### src/hw/rtl/pal_pkg.sv
`timescale 1ns / 1ps
// ----------------------------------------------------------------------------
// Positional array list package
// Field widths, command codes and status codes used by the list and its testbench.
// ----------------------------------------------------------------------------
package pal_pkg;

  localparam int CMD_W = 3;
  localparam int POS_W = 6;
  localparam int VAL_W = 32;
  localparam int ST_W  = 3;

  typedef logic [CMD_W-1:0] cmd_t;
  typedef logic [ST_W-1:0]  status_t;

  localparam cmd_t CMD_INSERT = 3'd0;
  localparam cmd_t CMD_READ   = 3'd1;
  localparam cmd_t CMD_LOCATE = 3'd2;
  localparam cmd_t CMD_DELETE = 3'd3;
  localparam cmd_t CMD_CLEAR  = 3'd4;

  localparam status_t ST_OK       = 3'd0;
  localparam status_t ST_FULL     = 3'd1;
  localparam status_t ST_BADPOS   = 3'd2;
  localparam status_t ST_EMPTY    = 3'd3;
  localparam status_t ST_NOTFOUND = 3'd4;

endpackage

### src/hw/rtl/pal_ram.sv
`timescale 1ns / 1ps
// ----------------------------------------------------------------------------
// Generic single-port-write RAM
// One write port and one read port; the read data is registered.
// ----------------------------------------------------------------------------
module pal_ram #(
  parameter int WIDTH = 32,
  parameter int DEPTH = 32
) (
  input  logic                     clk_i,
  input  logic                     we_i,
  input  logic [$clog2(DEPTH)-1:0] waddr_i,
  input  logic [WIDTH-1:0]         wdata_i,
  input  logic [$clog2(DEPTH)-1:0] raddr_i,
  output logic [WIDTH-1:0]         rdata_o
);

  logic [WIDTH-1:0] mem_q [DEPTH];
  logic [WIDTH-1:0] rdata_q;

  always_ff @(posedge clk_i) begin
    if (we_i) begin
      mem_q[waddr_i] <= wdata_i;
    end
    rdata_q <= mem_q[raddr_i];
  end

  assign rdata_o = rdata_q;

endmodule

### src/hw/rtl/positional_array_list.sv
`timescale 1ns / 1ps
// ----------------------------------------------------------------------------
// Positional array list
// Bounded ordered list of signed words with 1-based positions, kept in a RAM
// and updated by a small sequencer that moves one entry at a time.
// ----------------------------------------------------------------------------
// Usage:
// A command transfer happens at a rising edge where start is high and busy is
// low; command_i, position_i and value_i are sampled then. Commands are insert,
// read, locate, delete and clear. Every command gives exactly one result,
// shown for one cycle while done_o is high; the receiver cannot stall it.
// The result carries the entry read or deleted, the position found by a
// locate, a status code and the entry count after the command.
// Timing: a command that fails a check, a clear and an unused code produce
// their result in the cycle after the transfer without raising busy. Other
// commands keep busy high while the sequencer works through the RAM, which
// has one read and one write port with a registered read, so every entry
// visited passes through a fetch state and a use state:
//   read   : the entry at the position
//   insert : entries from the end back to the position, then a put state
//   delete : entries from the position to the end
//   locate : entries from the first up to a match, or all when none matches
// done_o rises in the cycle busy falls, and a new command may be taken then.
// Reset clears the count, so the list starts empty; the RAM is not cleared
// because only positions that an insert wrote are ever read.
// ----------------------------------------------------------------------------
module positional_array_list #(
  parameter int DEPTH = 32
) (
  input  logic                          clk_i,
  input  logic                          rst_ni,
  input  logic                          start,
  output logic                          busy,
  input  logic [pal_pkg::CMD_W-1:0]     command_i,
  input  logic [pal_pkg::POS_W-1:0]     position_i,
  input  logic signed [pal_pkg::VAL_W-1:0] value_i,
  output logic                          done_o,
  output logic signed [pal_pkg::VAL_W-1:0] result_value_o,
  output logic [pal_pkg::POS_W-1:0]     found_position_o,
  output logic [pal_pkg::ST_W-1:0]      status_o,
  output logic [pal_pkg::POS_W-1:0]     entry_count_o
);

  import pal_pkg::*;

  // Index width, count width, and a compare width that holds both the count
  // and a position plus one without overflow.
  localparam int AW = $clog2(DEPTH);
  localparam int CW = $clog2(DEPTH + 1);
  localparam int WW = ((CW > POS_W) ? CW : POS_W) + 1;

  // Sequencer states.
  localparam logic [1:0] S_IDLE  = 2'd0;
  localparam logic [1:0] S_FETCH = 2'd1;
  localparam logic [1:0] S_USE   = 2'd2;
  localparam logic [1:0] S_PUT   = 2'd3;

  logic [1:0]        state_q, state_d;
  logic [CW-1:0]     count_q, count_d;
  cmd_t              mode_q, mode_d;
  logic [AW-1:0]     k_q, k_d;
  logic [AW-1:0]     addr_q, addr_d;
  logic [AW-1:0]     tgt_q, tgt_d;
  logic              first_q, first_d;
  logic [VAL_W-1:0]  val_q, val_d;
  logic [VAL_W-1:0]  res_q, res_d;
  logic [POS_W-1:0]  found_q, found_d;
  status_t           status_q, status_d;
  logic              done_q, done_d;

  logic              ram_we;
  logic [AW-1:0]     ram_waddr;
  logic [VAL_W-1:0]  ram_wdata;
  logic [VAL_W-1:0]  ram_rdata;

  logic [WW-1:0]     cnt_w;
  logic [WW-1:0]     pos_w;
  logic [WW-1:0]     kp1_w;
  logic [AW-1:0]     nk;
  logic [WW-1:0]     nkp1_w;
  logic              accept;

  assign accept = start && !busy;
  assign cnt_w  = WW'(count_q);
  assign pos_w  = WW'(position_i);
  assign kp1_w  = WW'(k_q) + WW'(1);
  // Delete: the first use captures the removed entry, later uses shift one.
  assign nk     = first_q ? k_q : k_q + AW'(1);
  assign nkp1_w = WW'(nk) + WW'(1);

  pal_ram #(
    .WIDTH(VAL_W),
    .DEPTH(DEPTH)
  ) u_ram (
    .clk_i  (clk_i),
    .we_i   (ram_we),
    .waddr_i(ram_waddr),
    .wdata_i(ram_wdata),
    .raddr_i(addr_q),
    .rdata_o(ram_rdata)
  );

  always_comb begin
    state_d   = state_q;
    count_d   = count_q;
    mode_d    = mode_q;
    k_d       = k_q;
    addr_d    = addr_q;
    tgt_d     = tgt_q;
    first_d   = first_q;
    val_d     = val_q;
    res_d     = res_q;
    found_d   = found_q;
    status_d  = status_q;
    done_d    = 1'b0;
    ram_we    = 1'b0;
    ram_waddr = k_q;
    ram_wdata = ram_rdata;

    case (state_q)
      S_IDLE: begin
        if (accept) begin
          mode_d   = command_i;
          val_d    = value_i;
          res_d    = '0;
          found_d  = '0;
          first_d  = 1'b1;
          status_d = ST_OK;
          case (command_i)
            CMD_INSERT: begin
              if (cnt_w >= WW'(DEPTH)) begin
                status_d = ST_FULL;
                done_d   = 1'b1;
              end else if (pos_w == '0 || pos_w > cnt_w + WW'(1)) begin
                status_d = ST_BADPOS;
                done_d   = 1'b1;
              end else begin
                tgt_d = AW'(pos_w - WW'(1));
                k_d   = AW'(count_q);
                if (cnt_w == pos_w - WW'(1)) begin
                  state_d = S_PUT;
                end else begin
                  addr_d  = AW'(cnt_w - WW'(1));
                  state_d = S_FETCH;
                end
              end
            end
            CMD_READ, CMD_DELETE: begin
              if (cnt_w == '0) begin
                status_d = ST_EMPTY;
                done_d   = 1'b1;
              end else if (pos_w == '0 || pos_w > cnt_w) begin
                status_d = ST_BADPOS;
                done_d   = 1'b1;
              end else begin
                k_d     = AW'(pos_w - WW'(1));
                addr_d  = AW'(pos_w - WW'(1));
                state_d = S_FETCH;
              end
            end
            CMD_LOCATE: begin
              if (cnt_w == '0) begin
                status_d = ST_EMPTY;
                done_d   = 1'b1;
              end else begin
                k_d     = '0;
                addr_d  = '0;
                state_d = S_FETCH;
              end
            end
            CMD_CLEAR: begin
              count_d = '0;
              done_d  = 1'b1;
            end
            default: begin
              done_d = 1'b1;
            end
          endcase
        end
      end

      S_FETCH: begin
        state_d = S_USE;
      end

      S_USE: begin
        case (mode_q)
          CMD_INSERT: begin
            // Move entry k-1 back to k, walking toward the insert point.
            ram_we = 1'b1;
            k_d    = k_q - AW'(1);
            if (k_q - AW'(1) == tgt_q) begin
              state_d = S_PUT;
            end else begin
              addr_d  = k_q - AW'(2);
              state_d = S_FETCH;
            end
          end
          CMD_READ: begin
            res_d   = ram_rdata;
            done_d  = 1'b1;
            state_d = S_IDLE;
          end
          CMD_LOCATE: begin
            if (ram_rdata == val_q) begin
              found_d = kp1_w[POS_W-1:0];
              done_d  = 1'b1;
              state_d = S_IDLE;
            end else if (kp1_w == cnt_w) begin
              status_d = ST_NOTFOUND;
              done_d   = 1'b1;
              state_d  = S_IDLE;
            end else begin
              k_d     = k_q + AW'(1);
              addr_d  = k_q + AW'(1);
              state_d = S_FETCH;
            end
          end
          CMD_DELETE: begin
            if (first_q) begin
              res_d = ram_rdata;
            end else begin
              ram_we = 1'b1;
            end
            first_d = 1'b0;
            if (nkp1_w < cnt_w) begin
              k_d     = nk;
              addr_d  = nk + AW'(1);
              state_d = S_FETCH;
            end else begin
              count_d = count_q - CW'(1);
              done_d  = 1'b1;
              state_d = S_IDLE;
            end
          end
          default: begin
            done_d  = 1'b1;
            state_d = S_IDLE;
          end
        endcase
      end

      S_PUT: begin
        ram_we    = 1'b1;
        ram_waddr = tgt_q;
        ram_wdata = val_q;
        count_d   = count_q + CW'(1);
        done_d    = 1'b1;
        state_d   = S_IDLE;
      end

      default: begin
        state_d = S_IDLE;
      end
    endcase
  end

  always_ff @(posedge clk_i or negedge rst_ni) begin
    if (!rst_ni) begin
      state_q <= S_IDLE;
      count_q <= '0;
      done_q  <= 1'b0;
      first_q <= 1'b0;
    end else begin
      state_q <= state_d;
      count_q <= count_d;
      done_q  <= done_d;
      first_q <= first_d;
    end
  end

  // Datapath and result registers carry no reset.
  always_ff @(posedge clk_i) begin
    mode_q   <= mode_d;
    k_q      <= k_d;
    addr_q   <= addr_d;
    tgt_q    <= tgt_d;
    val_q    <= val_d;
    res_q    <= res_d;
    found_q  <= found_d;
    status_q <= status_d;
  end

  assign busy             = (state_q != S_IDLE);
  assign done_o           = done_q;
  assign result_value_o   = res_q;
  assign found_position_o = found_q;
  assign status_o         = status_q;
  assign entry_count_o    = cnt_w[POS_W-1:0];

  // The count never exceeds the list depth.
  a_count_bound: assert property (@(posedge clk_i) disable iff (!rst_ni)
    count_q <= CW'(DEPTH))
    else $error("entry count beyond depth");

  // A result is only shown once the sequencer is back at rest.
  a_done_idle: assert property (@(posedge clk_i) disable iff (!rst_ni)
    done_o |-> !busy)
    else $error("result shown while busy");

  // A clear finishes in the next cycle with an empty list.
  a_clear: assert property (@(posedge clk_i) disable iff (!rst_ni)
    (accept && command_i == CMD_CLEAR) |=> (done_o && entry_count_o == '0))
    else $error("clear did not empty the list");

  // A command that failed its check leaves the count untouched.
  a_fail_keeps: assert property (@(posedge clk_i) disable iff (!rst_ni)
    (done_o && status_o != ST_OK) |-> $stable(count_q))
    else $error("failed command changed the count");

endmodule

### config.mk
export PLATFORM = sky130hd
export DESIGN_NAME = positional_array_list
export DESIGN_NICKNAME = d
export VERILOG_FILES = /design/src/hw/rtl/pal_pkg.sv /design/src/hw/rtl/pal_ram.sv /design/src/hw/rtl/positional_array_list.sv
export SDC_FILE = /design/constraint.sdc
export NUM_CORES = 1
export LEC_CHECK = 0
export BUFFER_PORTS_ARGS = -buffer_cell sky130_fd_sc_hd__buf_2
export CORE_ASPECT_RATIO = 1.4
export CORE_MARGIN = 10
export CORE_UTILIZATION = 30
export CTS_CLUSTER_SIZE = 12
export DETAILED_ROUTE_END_ITERATION = 12
export PLACE_DENSITY = 0.5
export SYNTH_ARGS = -nofsm -noshare
export SYNTH_HDL_FRONTEND = slang
export SYNTH_SLANG_ARGS = --single-unit
### constraint.sdc
create_clock -name clk_i -period 4.2 [get_ports clk_i]
set_input_delay 0.42 -clock clk_i [delete_from_list [all_inputs] [get_ports clk_i]]
set_output_delay 0.42 -clock clk_i [all_outputs]
set_load 0.01 [all_outputs]
==> results.md, run 1 <==
* Status: finished, final reports clean
* Avg Cell Area, Syn at 21.0 sq um
* NumNets Final at 2,499
* Post-Route WL at 125,000 um
* Reg2Reg Depth at 13
* Register bit total from synthesis at 1,157
* Crit path required time at 4550 ps
* Mapped Cells at 2,188
* Critical setup path kind: reg2reg
* Setup ws final at 371 ps
* Actual slew at the worst max-slew pin at 1210 ps
* Critical R2R Launch: k_q[1]$_DFFE_PP_
* Commonest non-fill, non-tap cell in the layout: edfxtp_1
* Cells after DPL at 4,235
* Clock sink count at 1,157
* Period utilisation layout at 91.2%
* Hold Crit Start: start
* Critical Path Start Type: flop
* Leakage at 17.0 nW
* RSZ-0062 raised after global routing: false
* Clock Tree Buf Depth at 3
* Sequential share of the synthesized area at 74.8%
* Achievable Freq at 261 MHz
* Wirelength per Cell at 28.0 um
* Vias per inst at 5.05
* Hold EP: state_q[1]$_DFFE_PN0P_
* Die area at 169,000 sq um
* Die height at 483 um
* Pre-CTS setup slack at 385 ps
* Post-synth EDFFs at 1,115
* # Post-CTS Setup Buffers at 0
* Critical path peak fanout at 5
* First-pass GRT wire length at 179,000 um
* Syn nets at 2,263
* Hpwl dp at 74,400 um
* Pwr dens at 640 nW/um^2
* Worst min path class: in2reg
* Vias at 22,600
* H-tree lvl count at 3
* Placement Cell Area at 49,500 sq um
* Fin crit period at 3830 ps
* Slew HR at 19.2%
* Total Routing Usage GR at 14.7%
* Hold Path Depth at 3
* DR iter-0 viols at 1,900
* Crit path capture type: flop
* Initial antenna violation count at 9
* Initial core utilization at 30.3%
* Final Instance Area at 53,400 sq um
* Total gr overflow at 0
* Cell variety after synth at 61
* Post-CTS sizing at 0
* Max IR drop VDD at 0.000372 V
* CTS buffer count at 117
* Layout Area Growth over Synthesis at 16.3%
* Post-route ant nets at 0
* # setup viols final at 0
* Core footprint at 152,000 sq um
* Vias in the first global route at 23,800
* Core Rows at 169
* Post-synthesis cell area at 45,900 sq um
* Max-cap viol count at 0
* TNS Setup at 0 ps
* Asr flop ratio synth at 0.864%
* Root buf cell: clkbuf_16
* Synth top area cells: edfxtp_1 73%, mux4_2 16%, dfxtp_1 1.4%
* Final hold violations at 0
* Most frequent cells in the layout: 1,115 x edfxtp_1, 320 x mux4_2, 132 x nand2_1
* Share of post-route cells with drive strength above 1 at 29.7%
* DIE WIDTH at 351 um
* Largest net degree at the start of global routing at 89
* Worst-path clk slew at 60 ps
* Final Non-Filler Cells at 4,475
* Ports at 93
* Max-slew violations at 0
* CTS tree: built
* Clk Latency, worst-skew pair at 740 ps
* WP data arrival at 4180 ps
* Yosys warnings at 0
* Synth Flop Type: edfxtp_1
* DR pass1 iterations at 5
* R2r setup slk at 370 ps
* DR DRC count at 0
* Gpl congestion at 0.813
* IO Port Bufs at 92
* Area leader, netlist: edfxtp_1
* Max Clock Skew at 50.0 ps
* Crit Reg-Reg Endpoint: addr_q[0]$_DFFE_PP_
* Area share of the largest cell type after synthesis at 72.9%
-- critical path, cell delays in order, from the launching register on --
cell and delay [ps]:
edfxtp_1 360, inv_1 100, ha_1 350, or3b_2 460
o21ai_0 270, xnor2_1 180, ha_1 280, a21o_1 190
a21o_1 170, a21oi_1 200, a31oi_1 110, o31ai_1 160
a32o_1 260, nor3b_2 390
-- how the worst max path moves through the flow --
stage,startpoint,end,depth (start not counted)
final,k_q[1]$_DFFE_PP_,addr_q[0]$_DFFE_PP_,13
after global routing,entry_count_o[1]$_DFFE_PN0P_,addr_q[0]$_DFFE_PP_,10
after CTS,k_q[1]$_DFFE_PP_,addr_q[1]$_DFFE_PP_,13
after detailed placement,k_q[1]$_DFFE_PP_,addr_q[0]$_DFFE_PP_,13
after global placement,k_q[1]$_DFFE_PP_,addr_q[2]$_DFFE_PP_,13
after floorplan,mode_q[0]$_DFFE_PP_,result_value_o[0]$_SDFFCE_PN0P_,4
-- metal layers --
metal | GRT usage [%] | share of wire, % | vias up
met5 | 0 | 0 | -
met4 | 3.90 | 1.9 | 0
met3 | 2.55 | 6.0 | 132
met2 | 24.8 | 50 | 705
met1 | 19.5 | 42 | 12300
li1 | - | - | 9443
-- cell families (layout without fill, tap and decap cells) --
| kind of cell | Yosys count | in the layout | share of synthesized area (%) |
|---|---|---|---|
| flip-flops | 1157 | 1157 | 74.8 |
| multiplexers | 355 | 355 | 16.5 |
| AO/OA/AOI/OAI | 118 | 118 | 1.66 |
| XOR/XNOR | 76 | 76 | 1.45 |
| buffers and inverters | 146 | 465 | 1.49 |
| other | 0 | 2 | 0 |
| adder cells (fa/ha/maj) | 31 | 31 | 0.861 |
| AND/OR/NAND/NOR | 305 | 305 | 3.15 |
-- power by group --
group / switching (mW) / internal (mW)
clock: 4.32 / 5.43
combinational: 5.36 / 3.17
sequential: 0.732 / 15.2
-- metrics by stage --
stage,hold WS (ps),util [%],power [mW]
final,61.1,35.2,34.2
after global routing,42.5,35.2,35.7
after CTS,0.808,35.2,34.7
after detailed placement,314,32.6,24.8
after global placement,306,32.6,24.7
after floorplan,124,-,21.1
-- area by class of cell --
cell class,instances,area [sq um]
tap,1966,2460
clock inverter,34,313
sequential,1157,34400
multi-input combinational,885,11100
inverter,30,113
timing repair buffer,233,1830
clock buffer,168,3190
antenna,2,5.00
fill,14100,98400
-- synthesized netlist by cell type, types with 29 or more instances --
cell and instances:
nor2_1 56, xnor2_1 29, a21oi_1 37, mux2_2 33, dfxtp_1 32, clkbuf_1 62
edfxtp_1 1115, xor2_1 47, ha_1 30, inv_1 30, mux4_2 320, and2_1 35
nand2_1 133
-- state kept, by name, indices dropped and copies added (netlist names) --
register          cells
val_q                32
u_ram.rdata_o        32
entry_count_o         6
result_value_o       32
done_o                1
first_q               1
u_ram.mem_q        1024
k_q                   5
mode_q                3
tgt_q                 5
addr_q                5
state_q               2
status_o              3
found_position_o      6
-- repair_timing --
item / 4_1_cts / 5_1_grt
endpoints found under the setup margin: 0 / 0
endpoints found under the hold margin: 45 / 0
hold buffers: 36 / 0
No activity file was read; power rests on OpenSTA's default activity.
==> run 2: changes to the inputs <==
--- a/config.mk
+++ b/config.mk
@@ -6,11 +6,12 @@
 export NUM_CORES = 1
 export LEC_CHECK = 0
 export BUFFER_PORTS_ARGS = -buffer_cell sky130_fd_sc_hd__buf_2
-export CORE_ASPECT_RATIO = 1.4
+export CORE_ASPECT_RATIO = 0.8
 export CORE_MARGIN = 10
 export CORE_UTILIZATION = 30
 export CTS_CLUSTER_SIZE = 12
 export DETAILED_ROUTE_END_ITERATION = 12
+export HOLD_SLACK_MARGIN = 0.03
 export PLACE_DENSITY = 0.5
 export SYNTH_ARGS = -nofsm -noshare
 export SYNTH_HDL_FRONTEND = slang
==> run 2 against run 1 <==
Power shrank 2.0%. Sequential power is essentially flat. Core utilization decreased by 0.25 points. Critical endpoint is now addr_q[3]$_DFFE_PP_. Clock skew grew 13 ps. Critical path type unchanged. Combinational power fell by 3.5%. Global-route usage fell by 0.13 points. Routed wire length increased by 0.40%.
==> results.md, run 2 (synthesis gave the netlist of run 1 again) <==
* Critical setup path kind: reg2reg
* Gpl congestion at 0.829
* Layout Area Growth over Synthesis at 15.7%
* Final Non-Filler Cells at 4,494
* Critical path cell sequence: inv_1 > ha_1 > or3b_2 > o21ai_0 > xnor2_1 > ha_1 > a21o_1 > a21o_1 > a21oi_1 > a31oi_1 > o31ai_1 > a32o_1 > nor3b_4
* Max Clock Skew at 63.2 ps
* Worst-path clk slew at 60 ps
* Die area at 169,000 sq um
* Critical path peak fanout at 8
* First-pass GRT wire length at 180,000 um
* Clock Tree Buf Depth at 3
* Final hold violations at 0
* Fin crit period at 3890 ps
* Reg2Reg Depth at 13
* RSZ-0062 raised after global routing: false
* Root buf cell: clkbuf_16
* Vias in the first global route at 23,500
* Pwr dens at 630 nW/um^2
* Worst Path Buf+Inv at 1
* Worst min path class: in2async
* Total gr overflow at 0
* NumNets Final at 2,472
* IO Port Bufs at 92
* Hpwl dp at 69,600 um
* FILL cells at 14,100
* CTS tree: built
* TNS Setup at 0 ps
* Max-cap viol count at 0
* DR DRC count at 0
* H-tree lvl count at 3
* # Post-CTS Setup Buffers at 0
* Core Rows at 128
* Hold slack at 168 ps
* Die height at 370 um
* Critical R2R Launch: k_q[1]$_DFFE_PP_
* Commonest non-fill, non-tap cell in the layout: edfxtp_1
* Achievable Freq at 257 MHz
* # setup viols final at 0
* Crit path capture type: flop
* Ant diodes at 0
* Clock sink count at 1,157
* Max FFs per register at 1,024
* Initial core utilization at 30.2%
* Slew HR at 23.1%
* Cells after DPL at 4,260
* CP delay by family, top: compound AO/OA/AOI/OAI gates
* Status: finished, final reports clean
* Share of post-route cells with drive strength above 1 at 28.5%
* Clk Latency, worst-skew pair at 740 ps
* Largest net degree at the start of global routing at 101
* Wirelength per Cell at 28.0 um
* Pre-CTS setup slack at 342 ps
* CP max stage delay at 470 ps
* WP data arrival at 4250 ps
* DR pass1 iterations at 5
* DIE WIDTH at 457 um
* CTS buffer count at 113
* Crit Reg-Reg Endpoint: addr_q[3]$_DFFE_PP_
* Crit path required time at 4560 ps
* Most flop-heavy register: u_ram.mem_q
* Total Routing Usage GR at 14.6%
* Post-route ant nets at 0
* Actual slew at the worst max-slew pin at 1150 ps
* Initial antenna violation count at 3
* Max IR drop VDD at 0.000324 V
* R2r setup slk at 310 ps
* Leakage at 16.8 nW
* DR iter-0 viols at 2,468
* Core footprint at 152,000 sq um
* CP max-delay cell: ha_1
* Ports at 93
* Vias per inst at 5.05
* Vias at 22,700
* Critical Path Start Type: flop
* Most frequent cells in the layout: 1,115 x edfxtp_1, 320 x mux4_2, 132 x nand2_1
* Period utilisation layout at 92.6%
* Max-slew violations at 0
* Setup ws final at 311 ps
* Post-Route WL at 126,000 um
[run 2: cell types whose count changed in the layout (fill, tap and decap cells not counted), moves of 2 or more]
cell and delta:
buf_4 -22, clkbuf_1 +15, clkinv_2 -9, clkinv_1 -5, bufinv_16 -3, inv_6 -3
buf_12 -2, clkbuf_16 -2, diode_2 -2, inv_16 +2
[run 2: area by class of cell]
| type | instances | area, sq um | share of cell area [%] |
|---|---|---|---|
| sequential | 1157 | 34400 | 64.7 |
| multi-input combinational | 885 | 11100 | 21.0 |
| tap | 2015 | 2520 | 4.74 |
| timing repair buffer | 210 | 1640 | 3.08 |
| clock inverter | 16 | 165 | 0.311 |
| clock buffer | 181 | 3200 | 6.01 |
| inverter | 30 | 113 | 0.212 |
[run 2: routing by layer]
layer	GRT usage, %	wire length (um)
met5	0	0
met4	3.37	2830
met1	20.2	55300
met3	2.76	7200
met2	23.8	60400
[run 2: worst max path at each step]
stage                             start                         endpoint  slack, ps  cells past startpoint
floorplan           mode_q[0]$_DFFE_PP_  result_value_o[0]$_SDFFCE_PN0P_        320                      4
global placement       k_q[1]$_DFFE_PP_              addr_q[4]$_DFFE_PP_        400                     13
detailed placement     k_q[1]$_DFFE_PP_              addr_q[3]$_DFFE_PP_        340                     13
CTS                    k_q[1]$_DFFE_PP_              addr_q[3]$_DFFE_PP_        270                     13
global route           k_q[1]$_DFFE_PP_              addr_q[2]$_DFFE_PP_         60                     13
finish                 k_q[1]$_DFFE_PP_              addr_q[3]$_DFFE_PP_        310                     13
[run 2: through the flow]
stage               total power [mW]  util [%]  area (sq um)
finish                          33.5      34.9         53100
global route                    34.9      34.9         53100
CTS                             33.8      34.9         53100
detailed placement              24.3      32.5         49400
global placement                24.1      32.5         49400
floorplan                       21.1         -         45900
[run 2: where the power goes]
part | internal [mW] | total, mW | leakage, nW | switching, mW
clock | 5.19 | 9.47 | 1.61 | 4.28
combinational | 3.06 | 8.23 | 4.66 | 5.17
sequential | 15.2 | 15.8 | 10.5 | 0.600
[run 2: repair_timing]
action / CTS / global route
hold endpoints to repair: 46 / 0
endpoints found under the setup margin: 0 / 5
hold buffers: 37 / 0
resized for setup: 0 / 2
